[config.mk]
export PLATFORM = sky130hd
export DESIGN_NAME = fp32_to_bf16_split_core
export DESIGN_NICKNAME = d
export VERILOG_FILES = /design/src/sv/f2bs_pkg.sv /design/src/sv/fp32_to_bf16_split_core.sv /design/src/sv/f2bs_split.sv
export SDC_FILE = /design/constraint.sdc
export NUM_CORES = 1
export LEC_CHECK = 0
export CELL_PAD_IN_SITES_DETAIL_PLACEMENT = 1
export CELL_PAD_IN_SITES_GLOBAL_PLACEMENT = 2
export CORE_MARGIN = 1.5
export CORE_UTILIZATION = 30
export CTS_BUF_LIST = sky130_fd_sc_hd__clkbuf_8
export DETAILED_ROUTE_END_ITERATION = 8
export DONT_BUFFER_PORTS = 1
export PLACE_DENSITY_LB_ADDON = 0.1
export SETUP_SLACK_MARGIN = 0.3
export SLEW_MARGIN = 10
export SYNTH_ARGS = -nofsm -noshare
export SYNTH_HDL_FRONTEND = slang
export SYNTH_SLANG_ARGS = --single-unit
[constraint.sdc]
create_clock -name i_clk -period 10.6 [get_ports i_clk]
set_clock_uncertainty 0.1 [all_clocks]
set_input_delay 1.06 -clock i_clk [delete_from_list [all_inputs] [get_ports i_clk]]
set_output_delay 1.06 -clock i_clk [all_outputs]
set_load 0.05 [all_outputs]
[src/sv/f2bs_pkg.sv]
`timescale 1ns / 1ps
// Package for the float32 to bfloat16 split block.
// Holds the result struct, constants and the rounding and leading-one helpers; no dependencies.
package f2bs_pkg;

    localparam logic [31:0] ROUND_BIAS   = 32'h0000_7fff;
    localparam logic [30:0] MAX_BF16_MAG = 31'h7f7f_0000;
    localparam logic [7:0]  EXP_ALL_ONES = 8'hff;
    localparam int          HALF_SHIFT   = 16;

    typedef struct packed {
        logic [15:0] high_part;
        logic [15:0] low_part;
        logic        element_finite;
    } t_split_res;

    function automatic logic [15:0] round_bf16(input logic [31:0] bits);
        logic [31:0] sum;
        sum = bits + ROUND_BIAS + {31'd0, bits[HALF_SHIFT]};
        return sum[31:HALF_SHIFT];
    endfunction

    function automatic logic [3:0] lead_one(input logic [15:0] v);
        logic [3:0] p;
        p = 4'd0;
        for (int i = 0; i < 16; i++) begin
            if (v[i]) begin
                p = 4'(i);
            end
        end
        return p;
    endfunction

endpackage

[src/sv/fp32_to_bf16_split_core.sv]
`timescale 1ns / 1ps
// Streaming float32 to bfloat16 high/low split with per-row finiteness flag.
// Takes one beat per cycle while not held by back-pressure. Each beat passes an input
// register and then a result register, and its result is presented once it reaches the
// result register. While the output side takes a result every cycle, a new beat is accepted
// every cycle; when both registers are full, o_ready follows i_ready. The row flag
// restarts after a beat with is_last set.
// Depends on f2bs_pkg and f2bs_split.
module fp32_to_bf16_split_core import f2bs_pkg::*; (
    input  logic        i_clk,
    input  logic        i_rst_n,
    input  logic        i_valid,
    output logic        o_ready,
    input  logic [31:0] i_value_bits,
    input  logic        i_is_last,
    output logic        o_valid,
    input  logic        i_ready,
    output logic [15:0] o_high_part,
    output logic [15:0] o_low_part,
    output logic        o_element_finite,
    output logic        o_row_finite,
    output logic        o_row_end,
    input  logic        i_cfg_valid,
    output logic        o_cfg_ready,
    input  logic        i_cfg_produce_low
);
    logic        r_produce_low;
    logic        r_row_all;
    logic        r_s1_v;
    logic [31:0] r_s1_bits;
    logic        r_s1_last;
    logic        r_o_v;
    t_split_res  r_o_res;
    logic        r_o_row;
    logic        r_o_last;
    logic        adv;
    logic        n_row_ok;
    t_split_res  res;

    f2bs_split u_split (
        .i_value_bits  (r_s1_bits),
        .i_produce_low (r_produce_low),
        .o_res         (res)
    );

    assign adv         = !r_o_v || i_ready;
    assign o_ready     = !r_s1_v || adv;
    assign o_cfg_ready = 1'b1;
    assign n_row_ok    = r_row_all & res.element_finite;

    always_ff @(posedge i_clk) begin
        if (!i_rst_n) begin
            r_produce_low <= 1'b1;
            r_row_all     <= 1'b1;
            r_s1_v        <= 1'b0;
            r_o_v         <= 1'b0;
        end else begin
            if (i_cfg_valid) begin
                r_produce_low <= i_cfg_produce_low;
            end
            if (o_ready) begin
                r_s1_v <= i_valid;
            end
            if (adv) begin
                r_o_v <= r_s1_v;
                if (r_s1_v) begin
                    r_row_all <= r_s1_last ? 1'b1 : n_row_ok;
                end
            end
        end
    end

    always_ff @(posedge i_clk) begin
        if (o_ready && i_valid) begin
            r_s1_bits <= i_value_bits;
            r_s1_last <= i_is_last;
        end
        if (adv && r_s1_v) begin
            r_o_res  <= res;
            r_o_row  <= n_row_ok;
            r_o_last <= r_s1_last;
        end
    end

    assign o_valid          = r_o_v;
    assign o_high_part      = r_o_res.high_part;
    assign o_low_part       = r_o_res.low_part;
    assign o_element_finite = r_o_res.element_finite;
    assign o_row_finite     = r_o_row;
    assign o_row_end        = r_o_last;

`ifndef SYNTH
    a_row_implies_elem: assert property (@(posedge i_clk) disable iff (!i_rst_n)
        (o_valid && !o_element_finite) |-> !o_row_finite)
        else $error("row flag set for a non-finite element");
    a_reset_clears: assert property (@(posedge i_clk)
        !i_rst_n |=> !o_valid)
        else $error("output valid after reset");
    a_row_restart: assert property (@(posedge i_clk) disable iff (!i_rst_n)
        (adv && r_s1_v && r_s1_last) |=> r_row_all)
        else $error("row flag not restarted after row end");
`endif

endmodule

[src/sv/f2bs_split.sv]
`timescale 1ns / 1ps
// Combinational split of one float32 into bfloat16 high and residual low parts.
// Depends on f2bs_pkg.
module f2bs_split import f2bs_pkg::*; (
    input  logic [31:0] i_value_bits,
    input  logic        i_produce_low,
    output t_split_res  o_res
);
    logic        sgn;
    logic [7:0]  expf;
    logic [7:0]  eff;
    logic [15:0] high;
    logic [31:0] diff;
    logic [16:0] t_val;
    logic [15:0] t_abs;
    logic        r_sgn;
    logic [3:0]  p;
    logic signed [9:0] ex;
    logic [23:0] nmant;
    logic [22:0] smant;
    logic [31:0] rpat;
    logic [15:0] low;

    always_comb begin
        sgn   = i_value_bits[31];
        expf  = i_value_bits[30:23];
        eff   = (expf == 8'd0) ? 8'd1 : expf;
        high  = round_bf16(i_value_bits);
        diff  = {1'b0, i_value_bits[30:0]} - {1'b0, high[14:0], 16'd0};
        t_val = diff[16:0];
        t_abs = t_val[16] ? 16'(-t_val) : t_val[15:0];
        r_sgn = sgn ^ t_val[16];
        p     = lead_one(t_abs);
        ex    = $signed({2'b00, eff}) + $signed({6'd0, p}) - 10'sd23;
        nmant = {8'd0, t_abs} << (5'd23 - {1'b0, p});
        smant = 23'({7'd0, t_abs} << (eff[4:0] - 5'd1));
        if (t_abs == 16'd0) begin
            rpat = 32'd0;
        end else if (ex > 10'sd0) begin
            rpat = {r_sgn, ex[7:0], nmant[22:0]};
        end else begin
            rpat = {r_sgn, 8'd0, smant};
        end
        if (!i_produce_low || expf == EXP_ALL_ONES) begin
            low = 16'd0;
        end else if (high[14:7] == EXP_ALL_ONES) begin
            low = {~sgn, 15'h7f80};
        end else begin
            low = round_bf16(rpat);
        end
        o_res.high_part      = high;
        o_res.low_part       = low;
        o_res.element_finite = (i_value_bits[30:0] <= MAX_BF16_MAG);
    end

endmodule
After elaboration in Yosys (flattened, before gate mapping). Cells that the tools add are included. W data, S select, Z words.

Eq/ne operators: 2. Multiplexer cells: 21. Shift operators: 2. Add/sub/neg operators: 10. Bitwise operators: 3. Reductions and logical operators: 12. Magnitude comparators: 2.

Operators with widths (count): $add A32 B1 Y32 (2); $add A32 B15 Y32 const B (2); $shl A16 B5 Y23 (2); $mux W16 (2); $mux W32 (1); $mux W4 (8); $le A31 B31 Y1 const B (1); $mux W31 (1); $sub A17 B17 Y17 (1); $eq A8 B8 Y1 const B (2); $logic_not A16 Y1 (1); $neg A16 Y16 (1); $mux W3 (4); $gt A10 B1 Y1 const B (1); $sub A10 B6 Y10 const B (1); $add A8 B4 Y9 (1); $logic_not A8 Y1 (1); $mux W8 (1); $sub A5 B1 Y5 const B (1); $sub A5 B4 Y5 const A (1); $mux W2 (2); $logic_not A1 Y1 (3); $logic_or A1 B1 Y1 (3); $logic_and A1 B1 Y1 (2); 6 further kinds (7).

Word-level logic and storage cells: 64. Bits in registers: 72. Input port bits: 39.

Longest topological paths before layout. Gate-level depths: netlist of run 1.

Word-level depth: 28. Mapped depth: 31.

Cells and area by module. Synthesis of run 1 repeated with hierarchy kept, for this count alone.

Cells, all modules: 687. Area, all modules: 5988.2 µm².

By module, submodules not included: f2bs_split (instances 1, cells each 600, area each 3761.1 µm²); fp32_to_bf16_split_core (instances 1, cells each 87, area each 2227.1 µm²).

Worst setup path before layout of run 1. OpenSTA, ideal clock, no wires.

Path kind: register -> register. Start: reg r_s1_bits[0]. End: reg r_o_res, in the netlist o_low_part[13], data pin. Setup slack: 3.610 ns. Clock period less this slack: 6.990 ns. Required time: 10.235 ns. Path buffers: 3. Arrival: 6.625 ns. Setup time: 0.265 ns. Cell stages (with the launch flop): 29. Cells stage by stage: edfxtp_1 clkbuf_1 inv_1 ha_1 or3b_1 or3_1 a21oi_1 a21oi_2 a2111oi_4 o21a_4 nand2b_1 inv_1 fa_1 nand2b_1 a21oi_1 xnor2_1 o2bb2ai_1 buf_4 o21ai_1 nor3_4 nor2_2 mux2_2 and3_1 a311oi_1 nand3_1 nor4b_4 buf_6 nand4_1 nor4bb_1.

Cells in the longest elaborated chain, start to end: 27. Elaborated cells between the ends (all ways): 33.

Ends and longest elaborated chain: from (decl) (RTL line fp32_to_bf16_split_core.sv:30) `logic [31:0] r_s1_bits;`; from (signal assigned) (RTL line fp32_to_bf16_split_core.sv:75) `r_s1_bits <= i_value_bits;`; $add A32 B15 Y32 (RTL line f2bs_pkg.sv:19) `sum = bits + ROUND_BIAS + {31'd0, bits[HALF_SHIFT]};`; $add A32 B1 Y32 (RTL line f2bs_pkg.sv:19); $sub A17 B17 Y17 (RTL line f2bs_split.sv:29) `diff = {1'b0, i_value_bits[30:0]} - {1'b0, high[14:0], 16'd0};`; $mux W16 (RTL line f2bs_split.sv:31) `t_abs = t_val[16] ? 16'(-t_val) : t_val[15:0];`; $mux W1 (RTL line f2bs_pkg.sv:27) `if (v[i]) begin`; $mux W2 (2 in a row) (RTL line f2bs_pkg.sv:27); $mux W3 (4 in a row) (RTL line f2bs_pkg.sv:27); $mux W4 (8 in a row) (RTL line f2bs_pkg.sv:27); $add A8 B4 Y9 (RTL line f2bs_split.sv:34) `ex = $signed({2'b00, eff}) + $signed({6'd0, p}) - 10'sd23;`; $sub A10 B6 Y10 (RTL line f2bs_split.sv:34); $gt A10 B1 Y1 (RTL line f2bs_split.sv:39) `end else if (ex > 10'sd0) begin`; $mux W31 (RTL line f2bs_split.sv:39); $mux W32 (RTL line f2bs_split.sv:37) `if (t_abs == 16'd0) begin`; $add A32 B15 Y32 (RTL line f2bs_pkg.sv:19); $add A32 B1 Y32 (RTL line f2bs_pkg.sv:19); $mux W16 * (RTL line f2bs_split.sv:46) `end else if (high[14:7] == EXP_ALL_ONES) begin`; to (signal assigned) (RTL line fp32_to_bf16_split_core.sv:79) `r_o_res <= res;`; to (decl) (RTL line fp32_to_bf16_split_core.sv:33) `t_split_res r_o_res;`.

Mark *: on every way between the ends. The rest lies on a longest branch, timed or not. A chain may end at the register's enable or synchronous reset.

Worst setup path after layout of run 1.
Start: reg r_s1_bits[9]. End: reg r_o_res, in the netlist o_low_part[9], data pin.

The elaborated chain is that of the path after synthesis.

==> summary.txt, run 1 <==
Status
  • Run status: finished, final reports clean

Critical path
  • CP max-delay cell: nor4_2
  • Startpoint class of the critical path: flip-flop
  • Crit path max fanout: 14
  • CP Data Arrival Time: about 9.6 ns
  • Req. time, crit path: 10.69 ns
  • Worst path top cell family by delay: compound AO/OA/AOI/OAI gates
  • Max incr delay on CP: approximately 0.78 ns
  • Worst path cell trace: nor4_2 > nand4_2 > o21ai_1 > nor2_1 > o32ai_1 > a31oi_1 > inv_1 > ha_1 > inv_1 > fa_1 > nand2b_1 > a21oi_1 > xnor2_1 > a31oi_1 > nor2_1 > o31a_1 > nor2_1 > a31oi_1 > o211ai_1 > nand3_1 > nor4b_4 > a211oi_1 > a311oi_1
  • WP buf/inv: 2
  • Nature of the critical path endpoint: flip-flop
  • Critical path class: flip-flop to flip-flop

Route
  • Final ANT Viol Nets: 0
  • # DRC: 0
  • Vias per cell: 5.73
  • 1st-iter DRT viols: 291
  • Post-DR wirelength/cell: roughly 22 µm
  • First-pass iteration count of the detailed router: 4
  • Drt total wl: ~20000 µm
  • Vias: approximately 5200

Final layout
  • Finished Cell Area: ~6400 µm²
  • # diodes: 0
  • Fillers: ~2300
  • Area grow syn2layout: 4.88%
  • NumNets Final: ~690
  • Reg area: 2120 µm²
  • Share of cells above drive strength 1: 8.82%
  • Multi-input gate area: about 3600 µm²
  • Final Core Density: a little under a third

Global route
  • Vias in the first global route: roughly 5400
  • GRT Overall Usage: between 10% and 20%
  • Grt total ovfl: 0
  • Largest net degree at the start of global routing: 34
  • Initial antenna violation count: 0
  • First-pass GRT wire length: 31500 µm

Clock network
  • H-tree depth: 3
  • Clock latency reported for the late side of the worst-skew pair: 0.37 ns
  • Num CTS Buffers: 9
  • Setup bufs post-CTS: 0
  • Clock root cell: clkbuf_8
  • CTS tree: built
  • Clock sink total: 72
  • Clk buf depth: 2
  • Post-CTS sizing: 0
  • Reg clk slew, reported paths: approximately 0.10 ns
  • Hold_buf cts: 0

STA
  • RSZ-0062 raised after global routing: false
  • Setup TNS after final layout: 0 ns
  • Slew @ Worst Pin: 0.973 ns
  • Final Max Tran Viols: 0
  • Setup violators final: 0
  • Crit path time final: roughly 9.5 ns
  • Slew headroom: between 30% and 40%
  • Max Clk Rate: about 0.11 GHz
  • Fin. Hold Viols: 0
  • Tcrit/Tclk final: 89.6%

Die
  • Cell Rows: 52
  • Die Wd: around 150 µm
  • Initial core utilization: 30.5%
  • DIE AREA: 21300 µm²
  • I/O pin total: between 70 and 80
  • Core Area: between 20000 and 25000 µm²
  • Die Y: approximately 150 µm

Synth
  • Cell taking the most area after synthesis: edfxtp_1
  • Post-synth top area share: between 30% and 40%
  • Register area share after synthesis: about 35%
  • Mean post-synth cell area: between 9 and 10 µm²
  • Seq cells post-synth: between 70 and 80
  • Mapped Nets: a little over 700
  • Ys async rst share: 0%
  • EDFF count, synth: between 60 and 70
  • Netlist cell types: 91
  • Number of synthesis warnings: 0
  • Synth area leaders: edfxtp_1, xnor2_1, nor2_1
  • Most used DFF post-synth: edfxtp_1
  • Synth Instances: ~670
  • Synth Cell Area: slightly above 6000 µm²

Power and ir drop
  • Pwr Density: roughly 150 nW/µm²
  • Switch Pwr: between 400 and 500 µW
  • Switch share: 41.0%
  • Int Power: 577 µW
  • VDD IR max: approximately 0.065 mV
  • Power Total: 978 µW
  • Combinational power share: between 30% and 40%
  • Leak: ~0.0022 µW
  • Clock power frac: between 20% and 30%
  • Reg power frac: 40.8%

Job
  • Max cap viols: 0

Place
  • Port Buffers: 0
  • Gpl congestion: 0.861
  • Detailed placer's ending HPWL: 15300 µm
  • Placed cell areas: between 6000 and 7000 µm²

Worst hold path
  • Worst Hold Class: flip-flop to flip-flop
## per-stage QoR
step                      setup WS, ns  std cells  hold WS, ns
after floorplan                   3.61        671        0.326
after global placement           0.885        900        0.335
after detailed placement         0.640        900        0.342
after CTS                        0.638        916        0.364
after global routing             0.357        916        0.372
final                             1.10        916        0.359
## cell usage after synthesis (all sizes together), types with 7 or more instances
| cell | instances |
|---|---|
| clkbuf | 22 |
| edfxtp | 68 |
| nand4 | 9 |
| inv | 18 |
| nand2b | 8 |
| a31oi | 11 |
| buf | 27 |
| ha | 7 |
| a21o | 10 |
| nor3 | 32 |
| nand2 | 45 |
| xor2 | 22 |
| nor4 | 12 |
| xnor2 | 28 |
| and2 | 9 |
| or3 | 13 |
| nand3 | 25 |
| and4 | 7 |
| o211ai | 17 |
| o21ai | 37 |
| and3 | 10 |
| a211oi | 10 |
| mux2i | 18 |
| a21oi | 39 |
| nor2 | 64 |
## power by group through the flow
stage	sequential [µW]	clock [µW]	combinational (µW)
after detailed placement	405	0	340
after floorplan	393	0	271
after global routing	402	256	375
after global placement	405	0	338
final	399	237	343
after CTS	399	248	341
## registers in the layout, indices dropped and copies added, names as in the netlist
name	count
r_row_all	1
r_produce_low	1
o_row_end	1
r_s1_last	1
o_valid	1
o_low_part	16
o_row_finite	1
r_s1_bits	32
o_high_part	16
r_s1_v	1
o_element_finite	1
## worst reg2reg max path, cell delays in order (launching register included)
cell      delay (ns)
edfxtp_1        0.53
nor4_2          0.78
nand4_2         0.50
o21ai_1         0.71
nor2_1          0.11
o32ai_1         0.48
a31oi_1         0.30
inv_1           0.15
ha_1            0.20
inv_1           0.06
fa_1            0.43
nand2b_1        0.18
a21oi_1         0.42
xnor2_1         0.15
a31oi_1         0.76
nor2_1          0.41
o31a_1          0.57
nor2_1          0.66
a31oi_1         0.17
o211ai_1        0.22
nand3_1         0.26
nor4b_4         0.67
a211oi_1        0.18
a311oi_1        0.31
## routing by layer
metal / GRT usage, % / vias up / wire [µm]
met5: 0 / - / 0
li1: - / 2494 / -
met1: 26.0 / 2602 / 9520
met2: 30.7 / 132 / 9330
met3: 3.73 / 21 / 794
met4: 4.74 / 0 / 242
## worst paths after layout
kind	from	endpoint	slack [ns]	cells after the start
min reg2reg	r_s1_last$_DFFE_PP_	o_row_end$_DFFE_PP_	0.36	0
max	r_s1_bits[9]$_DFFE_PP_	o_low_part[9]$_SDFFCE_PP0P_	1.10	23
min	r_s1_last$_DFFE_PP_	o_row_end$_DFFE_PP_	0.36	0
max reg2reg	r_s1_bits[9]$_DFFE_PP_	o_low_part[9]$_SDFFCE_PP0P_	1.10	23
## layout make-up
type,count,area share (%)
inverter,18,1.05
timing repair buffer,8,0.935
sequential,72,33.0
multi-input combinational,532,56.5
clock buffer,9,1.93
clock inverter,7,1.31
tap,270,5.26
## cell usage in the layout (no fill, tap or decap), types with 8 or more instances in the layout
| cell type | instances |
|---|---|
| o21ai_0 | 34 |
| a21oi_1 | 37 |
| nor3_1 | 28 |
| o211ai_1 | 15 |
| nand2_1 | 44 |
| inv_1 | 18 |
| nor2_1 | 63 |
| mux2i_1 | 18 |
| buf_4 | 8 |
| and3_1 | 10 |
| xor2_1 | 22 |
| a31oi_1 | 10 |
| or3_1 | 13 |
| clkbuf_8 | 9 |
| xnor2_1 | 28 |
| nor4_1 | 8 |
| edfxtp_1 | 68 |
| nand3_1 | 25 |
| a211oi_1 | 10 |
| a21o_1 | 10 |
| and2_1 | 9 |
## cells by family (layout without fill, tap and decap cells)
logic type,count (synthesis),after routing,share of synthesized area (%)
AO/OA/AOI/OAI,192,192,23.0
XOR/XNOR,50,50,7.15
adder cells (fa/ha/maj),8,8,1.76
buffers and inverters,67,42,6.25
flip-flops,72,72,34.7
multiplexers,20,20,3.31
other,1,1,0.0613
AND/OR/NAND/NOR,261,261,23.8
Note: power is estimated with default switching activity, not from simulation.
==> run 2, diff against run 1 <==
- RECOVER_POWER: unset -> 25
- clock period: 10.6 -> 9.6 ns (I/O delays scaled with it)
==> summary.txt, run 2 (same netlist as run 1, synthesis figures left out) <==
STA
  • Crit path time final: 8.67 ns (-0.830 ns)
  • Setup violators final: 0 (unchanged)
  • Fin. Hold Viols: 0 (unchanged)
  • Tcrit/Tclk final: 90.3% (+0.69 points)
  • Setup TNS after final layout: 0 ns (unchanged)
  • RSZ-0062 raised after global routing: false
  • Final Max Tran Viols: 0 (unchanged)
  • Slew @ Worst Pin: 0.877 ns (-0.0952 ns)
  • Slew headroom: 41.5% (+6.7 points)
  • Max Clk Rate: 0.115 GHz (+9.6%)

Power and ir drop
  • Clock power frac: 24.7% (+0.5 points)
  • Pwr Density: 168 nW/µm² (+10%)
  • Switch Pwr: 457 µW (+14%)
  • Leak: 0.00222 µW (+2.9%)
  • VDD IR max: 0.0752 mV (+15%)
  • Switch share: 41.6% (+0.56 points)
  • Combinational power share: 35.1% (about the same)
  • Reg power frac: 40.2% (-0.6 points)
  • Int Power: 641 µW (+11%)

Clock network
  • Hold_buf cts: 0 (unchanged)
  • CTS tree: built
  • Num CTS Buffers: 9 (unchanged)
  • Clock sink total: 72 (unchanged)
  • H-tree depth: 3 (unchanged)
  • Clock latency reported for the late side of the worst-skew pair: 0.38 ns (about the same)
  • Reg clk slew, reported paths: 0.10 ns (about the same)
  • Clk buf depth: 2 (unchanged)
  • Clock root cell: clkbuf_8

Job
  • Max cap viols: 0 (unchanged)

Critical path
  • Worst path top cell family by delay: simple AND/OR/NAND/NOR gates
  • CP max-delay cell: nor4_4
  • End of the worst register-to-register path: o_low_part[9]$_SDFFCE_PP0P_
  • CP Launch Point: r_s1_bits[4]$_DFFE_PP_
  • Max incr delay on CP: 0.72 ns (-0.06 ns)
  • R2R cell count: 25 (+8.7%)
  • Number of cells on the critical path: 25 (+8.7%)
  • Worst r2r src: r_s1_bits[4]$_DFFE_PP_
  • R2R Setup Slk: 0.93 ns (-0.17 ns)
  • Crit path max fanout: 15 (+1)
  • Req. time, crit path: 9.69 ns (-1.00 ns)
  • Nature of the critical path endpoint: flip-flop
  • Critical path class: flip-flop to flip-flop
  • Setup crit end: o_low_part[9]$_SDFFCE_PP0P_
  • WP buf/inv: 3 (+1)
  • Startpoint class of the critical path: flip-flop
  • CP Data Arrival Time: 8.75 ns (-0.84 ns)

Die
  • Core Area: 20100 µm² (unchanged)
  • DIE AREA: 21300 µm² (unchanged)
  • Die Wd: 146 µm (unchanged)
  • Cell Rows: 52 (unchanged)
  • Die Y: 146 µm (unchanged)
  • I/O pin total: 77 (unchanged)
  • Initial core utilization: 30.5% (unchanged)

Global route
  • Largest net degree at the start of global routing: 34 (unchanged)
  • Grt total ovfl: 0 (unchanged)
  • First-pass GRT wire length: 32300 µm (+2.6%)
  • GRT Overall Usage: 19.3% (+0.35 points)
  • Vias in the first global route: 5469 (+1.7%)
  • Initial antenna violation count: 2 (+2)

Final layout
  • NumNets Final: 701 (+1.9%)
  • Area grow syn2layout: 6.62%
  • Finished Cell Area: 6530 µm² (+1.7%)
  • Commonest non-fill, non-tap cell in the layout: edfxtp_1
  • Register with the most flip-flops: r_s1_bits
  • Largest register FFs: 32 (unchanged)
  • Share of cells above drive strength 1: 10.6% (+1.8 points)
  • Commonest non-fill, non-tap cells in the layout: edfxtp_1, nor2_1, nand2_1
  • Fillers: 2320 (+0.43%)

Place
  • Placed cell areas: 6280 µm² (+1.1%)
  • Detailed placer's ending HPWL: 15500 µm (+1.3%)
  • Gpl congestion: 0.859 (-0.30%)
  • Port Buffers: 0 (unchanged)

Route
  • 1st-iter DRT viols: 223 (-23%)
  • Final ANT Viol Nets: 0 (unchanged)
  • # DRC: 0 (unchanged)
  • Drt total wl: 20100 µm (+1.2%)
  • First-pass iteration count of the detailed router: 5 (+1)
  • Post-DR wirelength/cell: 21.6 µm (-0.30%)
  • Vias per cell: 5.70 (-0.49%)
  • Vias: 5303 (+1.0%)

Status
  • Run status: finished, final reports clean

Worst hold path
  • Worst Hold Class: flip-flop to flip-flop
  • Hold Path Origin: r_s1_last$_DFFE_PP_
==> run 2: per-stage QoR <==
stage               setup WS [ns]  std cells  util, %  power [µW]  hold WS [ns]
global placement            0.706        909     31.2         826         0.336
finish                      0.934        930     32.5        1100         0.373
floorplan                    2.61        671        -         734         0.326
CTS                         0.457        925     32.3        1110         0.381
global route                0.260        929     32.5        1160         0.403
detailed placement          0.496        909     31.2         829         0.344
==> run 2: layer usage <==
metal	global-route usage [%]	share of wire (%)	vias up	wire (µm)
met1	27.1	48	2613	9700
li1	-	-	2518	-
met2	30.4	45	145	9080
met3	3.20	4.7	27	940
met5	0	0	-	0
met4	6.22	2.0	0	408
==> run 2: what timing repair did <==
action                     4_1_cts  5_1_grt
setup endpoints to repair        0       14
buffers inserted                 0        4
resized for setup                0        3
==> run 2: cell type report <==
type / count / area (µm²) / area share (%)
sequential: 72 / 2120 / 32.5
tap: 270 / 338 / 5.18
multi-input combinational: 532 / 3640 / 55.7
clock buffer: 9 / 124 / 1.90
antenna: 1 / 2.50 / 0.0383
inverter: 18 / 67.6 / 1.04
clock inverter: 7 / 83.8 / 1.28
timing repair buffer: 21 / 154 / 2.36
==> run 2: how the worst min path moves through the flow <==
| stage | endpoint | depth (start not counted) |
|---|---|---|
| 6_report | o_row_end$_DFFE_PP_ | 0 |
| 5_1_grt | o_row_end$_DFFE_PP_ | 0 |
| 4_1_cts | o_row_end$_DFFE_PP_ | 0 |
| 3_5_place_dp | o_row_end$_DFFE_PP_ | 0 |
| 3_3_place_gp | o_row_end$_DFFE_PP_ | 0 |
| 2_1_floorplan | o_row_end$_DFFE_PP_ | 0 |
==> run 2: power by group through the flow <==
stage                     registers, µW  clock network (µW)  logic (µW)
after floorplan                     434                   0         300
after global placement              448                   0         378
after detailed placement            449                   0         380
after CTS                           442                 283         382
after global routing                445                 295         423
final                               441                 271         385
==> run 3, diff against run 2 <==
- ABC_AREA: unset -> 1
==> summary.txt, run 3 <==
Status
  • Run status: finished, final reports clean

Place
  • DP Worst Slack: 1.97 ns (+1.47 ns)
  • Placed cell areas: 5570 µm² (-11%)
  • Port Buffers: 0 (unchanged)
  • Gpl congestion: 0.844 (-1.8%)
  • Detailed placer's ending HPWL: 12800 µm (-17%)

Synth
  • Synth area leaders: edfxtp_1, nand2_1, nand3_1
  • Post-synth top area share: 37.7% (+4.4 points)
  • Synth Area in Compound Gates: 6.31% (-17 points)
  • XOR/XNOR share of the synthesized area: 5.80% (-1.4 points)
  • Most used DFF post-synth: edfxtp_1
  • Post-synthesis mux area share: 0% (-3.3 points)
  • Ys async rst share: 0% (unchanged)
  • Cell taking the most area after synthesis: edfxtp_1
  • Netlist cell types: 46 (-49%)
  • Most frequent cell after synthesis: nand2_1
  • Commonest cells post-synth: nand2_1, nand3_1, inv_1
  • Seq cells post-synth: 72 (unchanged)
  • Synth Cell Area: 5410 µm² (-12%)
  • Mapped Nets: 778 (+8.4%)
  • Largest family of logic cells by synthesized area: simple AND/OR/NAND/NOR gates
  • EDFF count, synth: 68 (unchanged)
  • Register area share after synthesis: 39.2% (+4.5 points)
  • Number of synthesis warnings: 0 (unchanged)
  • Synth Instances: 731 (+8.9%)
  • Adder-Cell Fraction of Synth Area: 1.99% (+0.23 points)
  • Synth Area in Simple Gates: 37.4% (+14 points)
  • Mean post-synth cell area: 7.40 µm² (-19%)

Route
  • First-pass iteration count of the detailed router: 4 (-1)
  • 1st-iter DRT viols: 185 (-17%)
  • Drt total wl: 16000 µm (-20%)
  • Final ANT Viol Nets: 0 (unchanged)
  • Vias: 4705 (-11%)
  • Vias per cell: 4.93 (-14%)
  • # DRC: 0 (unchanged)
  • Post-DR wirelength/cell: 16.8 µm (-22%)

Critical path
  • CP max-delay cell: o21ai_2
  • Max incr delay on CP: 0.69 ns (-0.03 ns)
  • Most frequent CP cell: nand2_1
  • Req. time, crit path: 9.65 ns (-0.04 ns)
  • CP Data Arrival Time: 7.56 ns (-1.19 ns)
  • R2R cell count: 40 (+60%)
  • Crit path max fanout: 20 (+5)
  • Startpoint class of the critical path: flip-flop
  • Critical path class: flip-flop to flip-flop
  • Nature of the critical path endpoint: flip-flop

Power and ir drop
  • Leak: 0.00250 µW (+12%)
  • Switch share: 45.2% (+3.6 points)
  • VDD IR max: 0.106 mV (+41%)
  • Combinational power share: 38.5% (+3.4 points)
  • Switch Pwr: 496 µW (+8.6%)
  • Clock power frac: 21.9% (-2.8 points)
  • Int Power: 602 µW (-6.1%)
  • Pwr Density: 191 nW/µm² (+13%)
  • Reg power frac: 39.6% (-0.6 points)

Final layout
  • Share of cells above drive strength 1: 9.33% (-1.3 points)
  • Commonest non-fill, non-tap cells in the layout: nand2_1, nand3_1, inv_1
  • Finished Cell Area: 5760 µm² (-12%)
  • Area grow syn2layout: 6.38%
  • Largest register FFs: 32 (unchanged)
  • NumNets Final: 771 (+10%)
  • # diodes: 0 (-1)
  • Fillers: 2177 (-6.2%)
  • Commonest non-fill, non-tap cell in the layout: nand2_1
  • Register with the most flip-flops: r_s1_bits

Clock network
  • Clk buf depth: 2 (unchanged)
  • Reg clk slew, reported paths: 0.10 ns (about the same)
  • Setup bufs post-CTS: 0 (unchanged)
  • Clock root cell: clkbuf_8
  • Post-CTS sizing: 0 (unchanged)
  • H-tree depth: 3 (unchanged)
  • CTS tree: built
  • Clock sink total: 72 (unchanged)
  • Clock latency reported for the late side of the worst-skew pair: 0.37 ns (about the same)
  • Num CTS Buffers: 9 (unchanged)
  • Hold_buf cts: 0 (unchanged)

Die
  • DIE AREA: 18900 µm² (-11%)
  • Cell Rows: 48 (-7.7%)
  • Core Area: 17500 µm² (-13%)
  • Die Wd: 137 µm (-5.9%)
  • I/O pin total: 77 (unchanged)
  • Initial core utilization: 31.0% (+0.52 points)
  • Die Y: 137 µm (-5.9%)

Worst hold path
  • WHS Path Cells: 0 (unchanged)
  • Worst Hold Class: flip-flop to flip-flop

Global route
  • First-pass GRT wire length: 26000 µm (-19%)
  • Initial antenna violation count: 0 (-2)
  • GRT Overall Usage: 18.1% (-1.3 points)
  • Vias in the first global route: 4798 (-12%)
  • Grt total ovfl: 0 (unchanged)
  • Largest net degree at the start of global routing: 34 (unchanged)

STA
  • Max Clk Rate: 0.133 GHz (+15%)
  • Final Max Tran Viols: 0 (unchanged)
  • RSZ-0062 raised after global routing: false
  • Crit path time final: 7.51 ns (-1.16 ns)
  • Setup violators final: 0 (unchanged)
  • Setup ws final: 2.09 ns (+1.16 ns)
  • Slew @ Worst Pin: 0.893 ns (+0.0158 ns)
  • Fin. Hold Viols: 0 (unchanged)
  • Slew headroom: 40.4% (-1.1 points)
  • Setup TNS after final layout: 0 ns (unchanged)
  • Tcrit/Tclk final: 78.2% (-12 points)

Job
  • Max cap viols: 0 (unchanged)
-- run 3: changes by cell type in the layout (fill, tap and decap cells not counted), sizes merged, moves of 11 or more --
cell | previous run | this run
nand2 | 45 | 206
nand3 | 25 | 118
nor2 | 64 | 83
nor3 | 32 | 16
or3 | 13 | 0
o211ai | 17 | 1
xnor2 | 28 | 9
inv | 22 | 96
a21oi | 39 | 19
o21ai | 37 | 26
mux2i | 18 | 0
buf | 20 | 3
-- run 3: stage by stage --
stage | power (µW) | utilization (%) | cells | hold slack (ns)
after CTS | 1120 | 33.0 | 954 | 0.360
after global routing | 1190 | 32.9 | 954 | 0.371
after global placement | 865 | 31.9 | 938 | 0.330
after floorplan | 774 | - | 731 | 0.321
final | 1100 | 32.9 | 954 | 0.356
after detailed placement | 870 | 31.9 | 938 | 0.336
-- run 3: layer usage --
metal | wire, µm | global-route usage (%)
met5 | 0 | 0
met3 | 484 | 3.75
met4 | 214 | 4.80
met2 | 7440 | 29.4
met1 | 7880 | 24.4
-- run 3: logic make-up (layout without fill, tap and decap cells) --
family,after synthesis,count (layout)
xor gates and xnor gates,35,35
adders and majority gates,8,8
buffers and inverters,114,112
other,1,1
and+or+nand+nor,445,445
AOI/OAI and AO/OA,56,56
DFF,72,72
-- run 3: path summary, 6_finish.rpt --
path                               start                           end  slack [ns]
setup / recovery  r_s1_bits[0]$_DFFE_PP_  o_low_part[11]$_SDFFCE_PP0P_        2.09
hold / removal       r_s1_last$_DFFE_PP_           o_row_end$_DFFE_PP_        0.36
setup reg to reg  r_s1_bits[0]$_DFFE_PP_  o_low_part[11]$_SDFFCE_PP0P_        2.09
hold reg to reg      r_s1_last$_DFFE_PP_           o_row_end$_DFFE_PP_        0.36
-- run 3: final cells by class --
class | instances | area (µm²) | share of cell area, %
well taps | 225 | 282 | 4.89
clock inverters | 7 | 62.6 | 1.09
repair buffers | 3 | 22.5 | 0.391
clock buffers | 9 | 124 | 2.15
multi-input cells | 545 | 2790 | 48.5
inverters | 93 | 354 | 6.15
flip-flops and latches | 72 | 2120 | 36.9
-- run 3: power groups by stage --
stage | registers (µW) | clock network, µW | logic [µW]
floorplan | 436 | 0 | 338
global placement | 442 | 0 | 423
detailed placement | 442 | 0 | 428
CTS | 435 | 251 | 430
global route | 438 | 263 | 488
finish | 435 | 241 | 423
-- run 3: critical path, delay by kind of cell (launching register included) --
family | cells | cell delay, ns
fa+ha+maj | 4 | 1.06
xor+xnor | 2 | 0.59
buf+inv | 7 | 0.81
simple gates | 23 | 2.72
compound gates | 4 | 1.48
flops | 1 | 0.50
